## config.mk

```make
export PLATFORM = sky130hd
export DESIGN_NAME = dpu_cfg
export DESIGN_NICKNAME = d
export VERILOG_FILES = /design/src/dispersive_polarization_update_core_assert.svh /design/src/dpu_pkg.sv /design/src/dpu_cfg.sv
export SDC_FILE = /design/constraint.sdc
export NUM_CORES = 1
export LEC_CHECK = 0
export BUFFER_PORTS_ARGS = -buffer_cell sky130_fd_sc_hd__buf_2
export CAP_MARGIN = 30
export CORE_MARGIN = 2
export CORE_UTILIZATION = 40
export DETAILED_ROUTE_END_ITERATION = 8
export MAX_ROUTING_LAYER = met4
export PLACE_DENSITY = 0.74
export SYNTH_ARGS = -nofsm -noshare
export SYNTH_HDL_FRONTEND = slang
export SYNTH_SLANG_ARGS = --single-unit
export TNS_END_PERCENT = 30
```

## constraint.sdc

```tcl
create_clock -name clk -period 1.3 [get_ports clk]
set_input_delay 0.195 -clock clk [delete_from_list [all_inputs] [get_ports clk]]
set_output_delay 0.195 -clock clk [all_outputs]
set_load 0.005 [all_outputs]
```

## src/dispersive_polarization_update_core_assert.svh

```systemverilog
// Assertion macros for the dispersive polarization update core.
`ifndef DISPERSIVE_POLARIZATION_UPDATE_CORE_ASSERT_SVH
`define DISPERSIVE_POLARIZATION_UPDATE_CORE_ASSERT_SVH

`ifndef SYNTH

// Same-cycle implication, checked outside reset.
`define DPU_ASSERT_IMP(label, clk, rst, ante, cons) \
  label: assert property (@(posedge clk) disable iff (rst) (ante) |-> (cons)) \
    else $error("dpu assertion failed");

// Next-cycle implication, checked outside reset.
`define DPU_ASSERT_NXT(label, clk, rst, ante, cons) \
  label: assert property (@(posedge clk) disable iff (rst) (ante) |=> (cons)) \
    else $error("dpu assertion failed");

`else

`define DPU_ASSERT_IMP(label, clk, rst, ante, cons)
`define DPU_ASSERT_NXT(label, clk, rst, ante, cons)

`endif

`endif

```

## src/dpu_pkg.sv

```systemverilog
// Shared types and constants for the dispersive polarization update core.
package dpu_pkg;

  localparam int DATA_W    = 32;
  localparam int COEF_W    = 32;
  localparam int FRAC_BITS = 28;
  localparam int IDX_W     = 12;
  localparam int CNT_W     = 13;
  localparam int MEM_W     = 2 * DATA_W;
  localparam int PROD_W    = DATA_W + COEF_W;
  localparam int SUM_W     = PROD_W + 2;

  localparam int NUM_CELLS_DEF = 4096;

  localparam int CFG_IDX_W  = 3;
  localparam int CFG_DATA_W = 32;

  // Register indexes on the write port.
  localparam logic [CFG_IDX_W-1:0] CFG_MODE         = 3'd0;
  localparam logic [CFG_IDX_W-1:0] CFG_REGION_START = 3'd1;
  localparam logic [CFG_IDX_W-1:0] CFG_REGION_STOP  = 3'd2;
  localparam logic [CFG_IDX_W-1:0] CFG_CELL_COUNT   = 3'd3;
  localparam logic [CFG_IDX_W-1:0] CFG_COEF_A       = 3'd4;
  localparam logic [CFG_IDX_W-1:0] CFG_COEF_B       = 3'd5;
  localparam logic [CFG_IDX_W-1:0] CFG_COEF_C       = 3'd6;

  localparam logic MODE_DEBYE   = 1'b0;
  localparam logic MODE_LORENTZ = 1'b1;

  localparam logic [CNT_W-1:0] CELL_COUNT_RST = 13'd4096;

  typedef struct packed {
    logic                     mode;
    logic [CNT_W-1:0]         region_start;
    logic [CNT_W-1:0]         region_stop;
    logic [CNT_W-1:0]         cell_count;
    logic signed [COEF_W-1:0] coef_a;
    logic signed [COEF_W-1:0] coef_b;
    logic signed [COEF_W-1:0] coef_c;
  } cfg_t;

  typedef struct packed {
    logic [IDX_W-1:0]         cell_index;
    logic signed [DATA_W-1:0] field_value;
  } request_t;

  typedef struct packed {
    logic signed [DATA_W-1:0] polarization;
    logic                     was_updated;
  } result_t;

endpackage

```

## src/dpu_cfg.sv

```systemverilog
// Configuration register file of the polarization update core.
module dpu_cfg (
  input  logic                             clk,
  input  logic                             rst,
  input  logic                             cfg_wr_en,
  input  logic [dpu_pkg::CFG_IDX_W-1:0]    cfg_addr,
  input  logic [dpu_pkg::CFG_DATA_W-1:0]   cfg_wdata,
  output dpu_pkg::cfg_t                    cfg
);

  always_ff @(posedge clk) begin
    if (rst) begin
      cfg.mode         <= dpu_pkg::MODE_DEBYE;
      cfg.region_start <= '0;
      cfg.region_stop  <= '0;
      cfg.cell_count   <= dpu_pkg::CELL_COUNT_RST;
      cfg.coef_a       <= '0;
      cfg.coef_b       <= '0;
      cfg.coef_c       <= '0;
    end else if (cfg_wr_en) begin
      case (cfg_addr)
        dpu_pkg::CFG_MODE:         cfg.mode         <= cfg_wdata[0];
        dpu_pkg::CFG_REGION_START: cfg.region_start <= cfg_wdata[dpu_pkg::CNT_W-1:0];
        dpu_pkg::CFG_REGION_STOP:  cfg.region_stop  <= cfg_wdata[dpu_pkg::CNT_W-1:0];
        dpu_pkg::CFG_CELL_COUNT:   cfg.cell_count   <= cfg_wdata[dpu_pkg::CNT_W-1:0];
        dpu_pkg::CFG_COEF_A:       cfg.coef_a       <= signed'(cfg_wdata);
        dpu_pkg::CFG_COEF_B:       cfg.coef_b       <= signed'(cfg_wdata);
        dpu_pkg::CFG_COEF_C:       cfg.coef_c       <= signed'(cfg_wdata);
        default: ;
      endcase
    end
  end

endmodule

```

; Word level (Yosys, flattened, before mapping)
; Index checks and enable logic that the tools add are counted.
[classes]
n_reduce_logical = 8
muxes = 0
multipliers = 0
addsub = 0
n_lt_le_gt_ge = 0
div = 0
eq_ne = 6
bitwise = 0
shifts = 0
[ops]
columns = op, n
row1 = AND reduction 2 bit, 7
row2 = "equality test 3 bit, second input constant", 3
row3 = "equality test 3 x 2 -> 1 bit, second input constant", 2
row4 = "equality test 3 x 1 -> 1 bit, second input constant", 1
row5 = zero test 3 bit, 1
[totals]
regBits = 136
ram_bits = 0
latch_bits = 0
n_memories = 0
word_cells = 21
in_bits = 38
out_inout_bits = 136
mem_bits_ro = 0

; Logic depth before layout (Yosys ltp)
; Gate-level depths: netlist (run 1).
[logic_depth]
depth_word = 2
depth_mapped = 5
mapped_depth_nobuf = 2

; Least setup slack after synthesis (run 1)
; No wires, ideal clock.
[synth_path]
path_kind = input -> register
from = input cfg_addr[2] (netlist bit)
to = register cfg[109] (netlist bit)
cell_stages = 4
path_slack_ns = 0.279
arrival_time_ns = 0.950
required_time_ns = 1.228
setup_ns = 0.072
path_buffers = 2
path_cell_list = buf_6 -> and4bb_2 -> buf_4 -> mux2i_1
[synth_between]
elab_chain_cells = 2
[synth_rtl]
columns = item, line_no
row1 = start: declaration, dpu_cfg.sv:6  ; input logic [dpu_pkg::CFG_IDX_W-1:0] cfg_addr,
row2 = equality test 3 x 2 -> 1 bit, dpu_cfg.sv:21  ; case (cfg_addr)
row3 = AND reduction 2 bit (no line), n/a
row4 = end: declaration, dpu_cfg.sv:8  ; output dpu_pkg::cfg_t cfg
; No other way between the ends.
; A chain may end at the register's enable or synchronous reset.

; Final worst setup path (run 1)
[layout_path]
from = register cfg[10] (netlist bit)
to = output cfg[10] (netlist bit)
; No word-level cell between the ends.

==> reports/qor.csv, run 1 <==
stage,metric,value,unit
synthesis,multiplexer share of the synthesized area,0.247,
route,Vias per Instance,4.73,
synthesis,Synth area leaders,"dfxtp_1 49%, mux2i_1 25%, nand2b_1 19%",
synthesis,"count leader, synth",nand2b_1,
synthesis,post-synth top area share,0.494,
cells_and_area,layout cells sized above 1,0.332,
pwr,Peak VDD IR,1.10,mV
pwr,PwrDens,1410,nW/um2
grt,first-pass GRT wire length,20.3,mm
worst_setup_path,Critical Path AT,0.89,ns
sta,fin crit period,1.09,ns
floorplanning,Die Area,14700,um2
sta,Least-Margin Pin Slew,0.378,ns
synthesis,largest family of logic cells by synthesized area,multiplexers,
grt,vias in the first global route,3951,
sta,Slew Limit Fails,0,
clocking,CTS tree,yes,
worst_setup_path,crit path capture type,primary output,
placement,Port Buffer Count,173,
synthesis,syn_nets,525,
floorplanning,io pins,174,
worst_setup_path,WP buf/inv,1,
status,status,completed,
synthesis,Synth Area in Adders,0,
placement,placed wire-length estimate,9.18,mm
worst_setup_path,worst-path fanout max,2,
sta,Hold Fails Final Rpt,0,
worst_setup_path,stages on the worst setup path,1,
worst_setup_path,Top delay family on crit path,flip-flops,
synthesis,Post-synth ARST share,0,
worst_setup_path,CP required,1.11,ns
cells_and_area,area grow syn2layout,30.5,%
synthesis,Synth Area in Compound Gates,0,
grt,largest net degree at the start of global routing,72,
clocking,clock sink count,136,
cells_and_area,biggest regs,cfg: 136 flops,
route,DRC Markers,0,
clocking,hold_buf cts,0,
clocking,"Gates resized, CTS repair",0,
route,drt pass-1 iters,4,
synthesis,mapped cell area,5520,um2
clocking,clk_lat worst skew,0.41,ns
placement,RePlAce Congestion,0.761,
synthesis,"top cells by count, synth","167 x nand2b_1, 136 x dfxtp_1, 136 x mux2i_1",
sta,RSZ-0062 raised after global routing,no,
clocking,H-tree level count,4,
worst_hold_path,WHS Path Cells,3,
worst_setup_path,biggest cell delay along the critical path,0.36,ns
clocking,CTS root buffer,clkbuf_16,
cells_and_area,max reg flops,136,
sta,Final Skew,0,ns
clocking,post-CTS setup buffers,0,
synthesis,Cells after Synth,487,
floorplanning,Initial Utilization,0.413,
pwr,leak pwr,3.76,nW
clocking,CTS Buffer Depth,2,
worst_setup_path,Critical Path Source Type,register,
grt,GR Util All Layers,0.185,
floorplanning,Core ar.,13300,um2
floorplanning,die width,121,um
cells_and_area,final net count,692,
clocking,cts bufs inserted,17,
job,Max-cap violations,0,
clocking,Clock Pin Slew Worst Setup and Hold Paths,0.06,ns
worst_setup_path,"Slowest-stage cell, CP",dfxtp_1,
route,WL per Instance,15.4,um
placement,setup slack after placement,0.0716,ns
route,Total Wirelength,13.0,mm
sta,Slew HR,0.748,
synthesis,XOR/XNOR Fraction of Synth Area,0,
floorplanning,die height,121,um
floorplanning,cell row count,42,
worst_setup_path,R2R depth,2,
sta,period utilisation layout,0.836,
sta,achievable frequency,0.920,GHz
grt,Overflow after GRT,0,
sta,Post-Route Setup TNS,0,ns
synthesis,number of distinct library cells after synthesis,17,
synthesis,"EDFF count, synth",0,
synthesis,"Warnings, synthesis",0,
route,initial drt markers,212,
sta,Final setup viols,0,
sta,"Worst Setup Slack, final",0.213,ns
synthesis,syn_area_per_cell,11.3,um2
synthesis,post-synthesis sequential area ratio,0.494,
worst_hold_path,hold crit path type,input pin to register,
route,post-route ant nets,0,
worst_setup_path,"Cell Chain, Critical Path",buf_2,
route,vias,3991,
grt,initial antenna violation count,1,
synthesis,cell taking the most area after synthesis,dfxtp_1,
synthesis,post-synthesis simple-gate area fraction,0.218,
worst_setup_path,Setup CP Type,register to primary output,
synthesis,prevailing post-synth register cell,dfxtp_1,
cells_and_area,Reg with most FFs,cfg,
synthesis,Yosys reg bits,136,
layer usage:
layer  track usage  wire [um]
met1         0.225       5940
met2         0.294       6280
met3        0.0564        629
met4        0.0639        154
met5             -          0
logic make-up (layout without fill, tap and decap cells):
| logic type | count (synthesis) | in the layout |
|---|---|---|
| buffers and inverters | 36 | 215 |
| and+or+nand+nor | 179 | 179 |
| muxes | 136 | 136 |
| other | 0 | 1 |
| DFF | 136 | 136 |
per-stage QoR:
step                      instances  total power, mW  area, um2  utilization  hold slack, ns
after detailed placement        811             5.03       6550        0.490           0.460
after global placement          811             5.01       6550        0.490           0.457
after global routing            843             10.5       7200        0.539          0.0949
after floorplan                 487             4.79       5520            -           0.362
after CTS                       842             10.3       7200        0.539          0.0606
final                           843             10.2       7200        0.539          0.0742
tightest hold or removal path: stages:
cell and delay [ns]:
buf_2 0.09, nor2_1 0.05, mux2i_1 0.11
cell type report:
cell class,instances,area (um2)
tap,176,220
sequential,136,2720
multi-input combinational,315,2560
antenna,1,2.50
timing repair buffer,184,1040
clock inverter,12,199
fill,1183,6150
clock buffer,19,453
final timing paths:
kind,startpoint,endpoint,slack (ns)
worst min-delay path,cfg_wdata[12],cfg[108],0.07
worst min register to register,cfg[70],cfg[70],0.47
worst max-delay path,cfg[10],cfg[10],0.21
worst max register to register,cfg[115],cfg[115],0.66
power by group:
group | leakage, nW | switching [mW] | total (mW) | internal [mW]
combinational | 2.34 | 0.307 | 0.625 | 0.319
clock | 0.319 | 1.76 | 5.25 | 3.49
sequential | 1.10 | 0.0488 | 4.31 | 4.26
cell usage in the layout (no fill, tap or decap), types with 3 or more instances in the layout:
master and count:
buf_12 7, dfxtp_1 136, nand2b_1 167, clkinv_4 3, mux2i_1 136, buf_4 5
clkbuf_16 17, bufinv_16 5, clkinv_2 3, buf_2 172
(Power assumes the default switching activity.)
==> run 2: changes to the inputs <==
--- a/config.mk
+++ b/config.mk
@@ -11,7 +11,7 @@
 export CORE_UTILIZATION = 40
 export DETAILED_ROUTE_END_ITERATION = 8
 export MAX_ROUTING_LAYER = met4
-export PLACE_DENSITY = 0.74
+export PLACE_DENSITY = 0.77
 export SYNTH_ARGS = -nofsm -noshare
 export SYNTH_HDL_FRONTEND = slang
 export SYNTH_SLANG_ARGS = --single-unit
==> constraint.sdc (replaced) <==
create_clock -name clk -period 1 [get_ports clk]
set_input_delay 0.15 -clock clk [delete_from_list [all_inputs] [get_ports clk]]
set_output_delay 0.15 -clock clk [all_outputs]
set_load 0.005 [all_outputs]
==> reports/qor.csv, run 2 (synthesis gave the netlist of run 1 again) <==
stage,metric,value,unit,change
status,status,finished with violations,,
status,violated checks,negative setup slack,,
route,vias,4204,,+5.3%
cells_and_area,Util after Layout,0.603,,+0.0638
grt,Overflow after GRT,0,,unchanged
floorplanning,cell row count,42,,unchanged
grt,vias in the first global route,4441,,+12%
worst_hold_path,hold crit path type,input pin to register,,
placement,placed wire-length estimate,9.95,mm,+8.4%
clocking,Clock Pin Slew Worst Setup and Hold Paths,0.06,ns,about the same
sta,Hold Fails Final Rpt,0,,unchanged
pwr,sequential cell fraction of total power,0.441,,+0.018
route,initial drt markers,204,,-3.8%
grt,first-pass GRT wire length,22.3,mm,+9.5%
worst_setup_path,CP required,0.85,ns,-0.26 ns
sta,Final Skew,0,ns,unchanged
sta,Slew Limit Fails,0,,unchanged
worst_setup_path,Critical Path Source Type,register,,
route,post-route ant nets,0,,unchanged
route,drt pass-1 iters,5,,+1
worst_setup_path,Reg2Reg Setup Slack,0.15,ns,-0.51 ns
pwr,Comb power frac,0.077,,+0.016
worst_setup_path,Critical Path AT,0.88,ns,about the same
clocking,CTS tree,yes,,
floorplanning,die height,121,um,unchanged
worst_setup_path,WP buf/inv,1,,unchanged
placement,Port Buffer Count,173,,unchanged
clocking,CTS root buffer,clkbuf_16,,
cells_and_area,max reg flops,136,,unchanged
pwr,PwrDens,1590,nW/um2,+12%
sta,period utilisation layout,1.03,,
clocking,cts bufs inserted,17,,unchanged
clocking,clock sink count,136,,unchanged
worst_setup_path,crit path capture type,primary output,,
cells_and_area,area grow syn2layout,46.0,%,
cells_and_area,ANT cells,0,,-1
pwr,leak pwr,4.04,nW,+7.5%
pwr,sw power,2.91,mW,+38%
floorplanning,die width,121,um,unchanged
cells_and_area,biggest regs,cfg: 136 flops,,
clocking,H-tree level count,4,,unchanged
grt,largest net degree at the start of global routing,65,,-9.7%
cells_and_area,most frequent cells in the layout,"167 x nand2b_1, 136 x mux2i_1, 136 x dfxtp_2",,
floorplanning,Initial Utilization,0.413,,unchanged
pwr,Peak VDD IR,0.987,mV,-10%
sta,fin crit period,1.03,ns,
cells_and_area,Reg with most FFs,cfg,,
sta,achievable frequency,0.972,GHz,
grt,GR Util All Layers,0.203,,+0.0172
sta,Slew HR,0.658,,-0.0903
sta,"Worst Setup Slack, final",-0.0292,ns,-0.242 ns
floorplanning,io pins,174,,unchanged
clocking,clk_lat worst skew,0.41,ns,about the same
worst_setup_path,biggest cell delay along the critical path,0.35,ns,about the same
worst_setup_path,Top delay family on crit path,flip-flops,,
worst_setup_path,worst-path fanout max,2,,unchanged
cells_and_area,"commonest non-fill, non-tap cell in the layout",nand2b_1,,
sta,RSZ-0062 raised after global routing,yes,,
floorplanning,Core ar.,13300,um2,unchanged
route,Total Wirelength,14.5,mm,+11%
route,DRC Markers,0,,unchanged
clocking,CTS Buffer Depth,2,,unchanged
pwr,Clock power frac,0.481,,-0.034
cells_and_area,layout cells sized above 1,0.560,,+0.228
job,Max-cap violations,0,,unchanged
route,Vias per Instance,4.78,,+0.91%
worst_setup_path,"Slowest-stage cell, CP",dfxtp_2,,
clocking,hold_buf cts,0,,unchanged
worst_setup_path,Setup CP Type,register to primary output,,
worst_setup_path,"Cell Chain, Critical Path",buf_2,,
pwr,P_int,9.87,mW,+22%
route,WL per Instance,16.4,um,+6.4%
cells_and_area,final net count,729,,+5.3%
grt,initial antenna violation count,0,,-1
pwr,Net Sw Frac,0.228,,+0.0201
placement,RePlAce Congestion,0.782,,+2.7%
sta,Final setup viols,74,,+74
sta,Least-Margin Pin Slew,0.506,ns,+0.128 ns
sta,Hold Slack,0.0448,ns,-0.0294 ns
floorplanning,Die Area,14700,um2,unchanged
## run 2: metrics by stage
step	setup WS (ns)	cell area, um2	power, mW	cells	TNS [ns]
2_1_floorplan	0.0237	5520	6.22	487	0
3_3_place_gp	-0.153	6760	6.59	829	-8.46
3_5_place_dp	-0.161	6760	6.62	829	-13.01
4_1_cts	-0.0473	7760	12.8	870	-3.11
5_1_grt	-0.0587	8050	13.2	880	-4.43
6_report	-0.0292	8050	12.8	880	-0.466
## run 2: layer usage
metal  wire length [um]  global-route usage
met1               6240               0.237
met2               7280               0.337
met3                575              0.0428
met4                354              0.0869
met5                  0                   -
## run 2: final timing paths
kind,start,endpoint,depth (start not counted)
min reg2reg,cfg[129],cfg[129],2
max reg2reg,cfg[35],cfg[35],4
max,cfg[98],cfg[98],1
min,cfg_wdata[12],cfg[108],3
## run 2: cell type report
class	instances	area (um2)
repair buffers	221	1790
clock buffers	19	443
flip-flops and latches	136	2890
fillers	1091	5300
well taps	176	220
clock inverters	13	146
multi-input cells	315	2560
## run 2: repair_timing
item                       in CTS  in global routing
cloned                          0                  0
resized for setup             163                 36
setup endpoints to repair     136                136
pin swaps                       0                  0
buffers inserted                9                 10
## run 2: power by group through the flow
| stage | clock network [mW] | logic [mW] | registers [mW] |
|---|---|---|---|
| 3_5_place_dp | 0 | 0.897 | 5.72 |
| 6_report | 6.15 | 0.986 | 5.64 |
| 5_1_grt | 6.51 | 1.06 | 5.65 |
| 3_3_place_gp | 0 | 0.872 | 5.72 |
| 4_1_cts | 6.26 | 0.943 | 5.63 |
| 2_1_floorplan | 0 | 0.495 | 5.73 |
==> run 3: changes to the inputs <==
--- a/config.mk
+++ b/config.mk
@@ -7,11 +7,14 @@
 export LEC_CHECK = 0
 export BUFFER_PORTS_ARGS = -buffer_cell sky130_fd_sc_hd__buf_2
 export CAP_MARGIN = 30
+export CELL_PAD_IN_SITES_DETAIL_PLACEMENT = 0
+export CELL_PAD_IN_SITES_GLOBAL_PLACEMENT = 1
 export CORE_MARGIN = 2
-export CORE_UTILIZATION = 40
+export CORE_UTILIZATION = 35
 export DETAILED_ROUTE_END_ITERATION = 8
 export MAX_ROUTING_LAYER = met4
-export PLACE_DENSITY = 0.77
+export PLACE_DENSITY = 0.84
+export SETUP_SLACK_MARGIN = 0.1
 export SYNTH_ARGS = -nofsm -noshare
 export SYNTH_HDL_FRONTEND = slang
 export SYNTH_SLANG_ARGS = --single-unit
==> reports/qor.csv, run 3 (synthesis gave the netlist of run 1 again) <==
stage,metric,value,unit,change
grt,GR Util All Layers,0.178,,-0.0245
placement,RePlAce Congestion,0.794,,+1.5%
placement,Placed Instances,869,,+4.8%
clocking,CTS tree,yes,,
sta,Final setup viols,46,,-38%
grt,Overflow after GRT,0,,unchanged
floorplanning,Die Area,16800,um2,+14%
placement,Port Buffer Count,173,,unchanged
worst_setup_path,biggest cell delay along the critical path,0.35,ns,about the same
sta,Least-Margin Pin Slew,0.307,ns,-0.199 ns
floorplanning,Initial Utilization,0.360,,-0.0531
cells_and_area,fin area,8290,um2,+3.0%
grt,initial antenna violation count,0,,unchanged
floorplanning,die height,130,um,+6.7%
route,vias,4234,,+0.71%
clocking,CTS Buffer Depth,2,,unchanged
cells_and_area,"commonest non-fill, non-tap cell in the layout",nand2b_1,,
cells_and_area,FF+latch area,2890,um2,unchanged
worst_setup_path,Top delay family on crit path,flip-flops,,
cells_and_area,non-filler cells in the finished layout,930,,+5.7%
worst_setup_path,Setup CP Type,register to primary output,,
clocking,clk_lat worst skew,0.41,ns,about the same
clocking,H-tree level count,4,,unchanged
grt,first-pass GRT wire length,22.2,mm,-0.37%
cells_and_area,most frequent cells in the layout,"167 x nand2b_1, 136 x mux2i_1, 136 x dfxtp_2",,
sta,Hold Fails Final Rpt,0,,unchanged
worst_setup_path,Critical Path AT,0.88,ns,about the same
clocking,cts bufs inserted,17,,unchanged
worst_setup_path,"Slowest-stage cell, CP",dfxtp_2,,
floorplanning,io pins,174,,unchanged
sta,Hold Slack,0.0378,ns,-0.00704 ns
clocking,Clock Pin Slew Worst Setup and Hold Paths,0.06,ns,about the same
worst_setup_path,Critical Path Source Type,register,,
status,violated checks,negative setup slack,,
route,DRC Markers,0,,unchanged
sta,period utilisation layout,1.03,,-0.00198
floorplanning,Core ar.,15300,um2,+15%
route,drt pass-1 iters,6,,+1
sta,Slew Limit Fails,0,,unchanged
sta,fin crit period,1.03,ns,-0.00198 ns
sta,achievable frequency,0.974,GHz,+0.19%
route,Vias per Instance,4.55,,-4.7%
route,post-route ant nets,0,,unchanged
clocking,hold_buf cts,0,,unchanged
cells_and_area,area grow syn2layout,50.3,%,
sta,RSZ-0062 raised after global routing,yes,,
worst_hold_path,hold crit path type,input pin to register,,
worst_setup_path,CP required,0.85,ns,about the same
route,WL per Instance,15.7,um,-4.3%
route,initial drt markers,166,,-19%
pwr,PwrDens,1560,nW/um2,-1.8%
worst_setup_path,"Cell Chain, Critical Path",buf_2,,
cells_and_area,Reg with most FFs,cfg,,
route,Total Wirelength,14.6,mm,+1.2%
cells_and_area,final net count,745,,+2.2%
cells_and_area,fillers,1332,,+22%
worst_setup_path,WP buf/inv,1,,unchanged
clocking,clock sink count,136,,unchanged
worst_setup_path,worst-path fanout max,2,,unchanged
floorplanning,die width,130,um,+6.7%
status,status,finished with violations,,
grt,vias in the first global route,4311,,-2.9%
cells_and_area,area of the multi-input gates,2570,um2,+0.29%
cells_and_area,max reg flops,136,,unchanged
sta,Slew HR,0.795,,+0.137
cells_and_area,layout cells sized above 1,0.567,,+0.00780
placement,placed wire-length estimate,9.95,mm,about the same
grt,largest net degree at the start of global routing,56,,-14%
worst_setup_path,crit path capture type,primary output,,
floorplanning,cell row count,45,,+7.1%
cells_and_area,biggest regs,cfg: 136 flops,,
pwr,leak pwr,4.12,nW,+2.2%
pwr,Peak VDD IR,1.12,mV,+14%
job,Max-cap violations,0,,unchanged
sta,Final Skew,0,ns,unchanged
placement,"Cell Area, Placed",6790,um2,+0.46%
cells_and_area,ANT cells,0,,unchanged
clocking,CTS root buffer,clkbuf_16,,
sta,"Worst Setup Slack, final",-0.0272,ns,+0.00198 ns
cells_and_area,Util after Layout,0.541,,-0.0619
run 3: changes by cell type in the layout (fill, tap and decap cells not counted), sizes merged:
| cell | delta |
|---|---|
| inv | -3 |
| clkbuf | +6 |
| buf | +16 |
| clkinv | -1 |
| clkinvlp | -3 |
run 3: timing repair:
action	in CTS	in global routing
buffers inserted	13	17
endpoints found under the hold margin	0	0
cloned	0	0
resized for setup	171	48
setup endpoints to repair	136	136
pin swaps	0	0
run 3: cell type report:
type,count,area share
tap,211,0.0318
timing repair buffer,237,0.237
sequential,136,0.349
clock buffer,25,0.0610
multi-input combinational,315,0.310
clock inverter,6,0.0107
run 3: routing by layer:
metal  GRT usage  share of wire  vias to the layer above
li1            -              -                     2056
met1       0.209           0.44                     2036
met2       0.293           0.49                      119
met3      0.0553          0.054                       23
met4      0.0557          0.015                        0
met5           -              0                        -
run 3: path summary, 6_finish.rpt:
path                               startpoint  endpoint  slack, ns  cells after the start
worst min-delay path            cfg_wdata[26]   cfg[90]       0.04                      3
worst min register to register         cfg[6]    cfg[6]       0.47                      2
worst max register to register       cfg[108]  cfg[108]       0.13                      4
worst max-delay path                  cfg[25]   cfg[25]      -0.03                      1
run 3: power by group:
group | total [mW] | internal (mW) | leakage (nW) | switching (mW)
clock | 6.28 | 3.99 | 0.286 | 2.29
sequential | 5.64 | 5.56 | 1.17 | 0.0815
combinational | 1.01 | 0.575 | 2.67 | 0.430
run 3: worst reg2reg max path, cell delays in order (launching register included):
cell and delay [ns]:
dfxtp_2 0.33, buf_4 0.13, buf_4 0.13, nor2_4 0.09, mux2i_1 0.07
run 3: through the flow:
stage                     total power [mW]  TNS [ns]  setup slack (ns)
after floorplan                       6.23         0            0.0276
final                                 12.9    -0.239           -0.0272
after detailed placement              6.62     -9.50            -0.183
after global routing                  13.4     -4.31           -0.0549
after CTS                             13.0     -2.49           -0.0372
after global placement                6.59     -4.34            -0.137
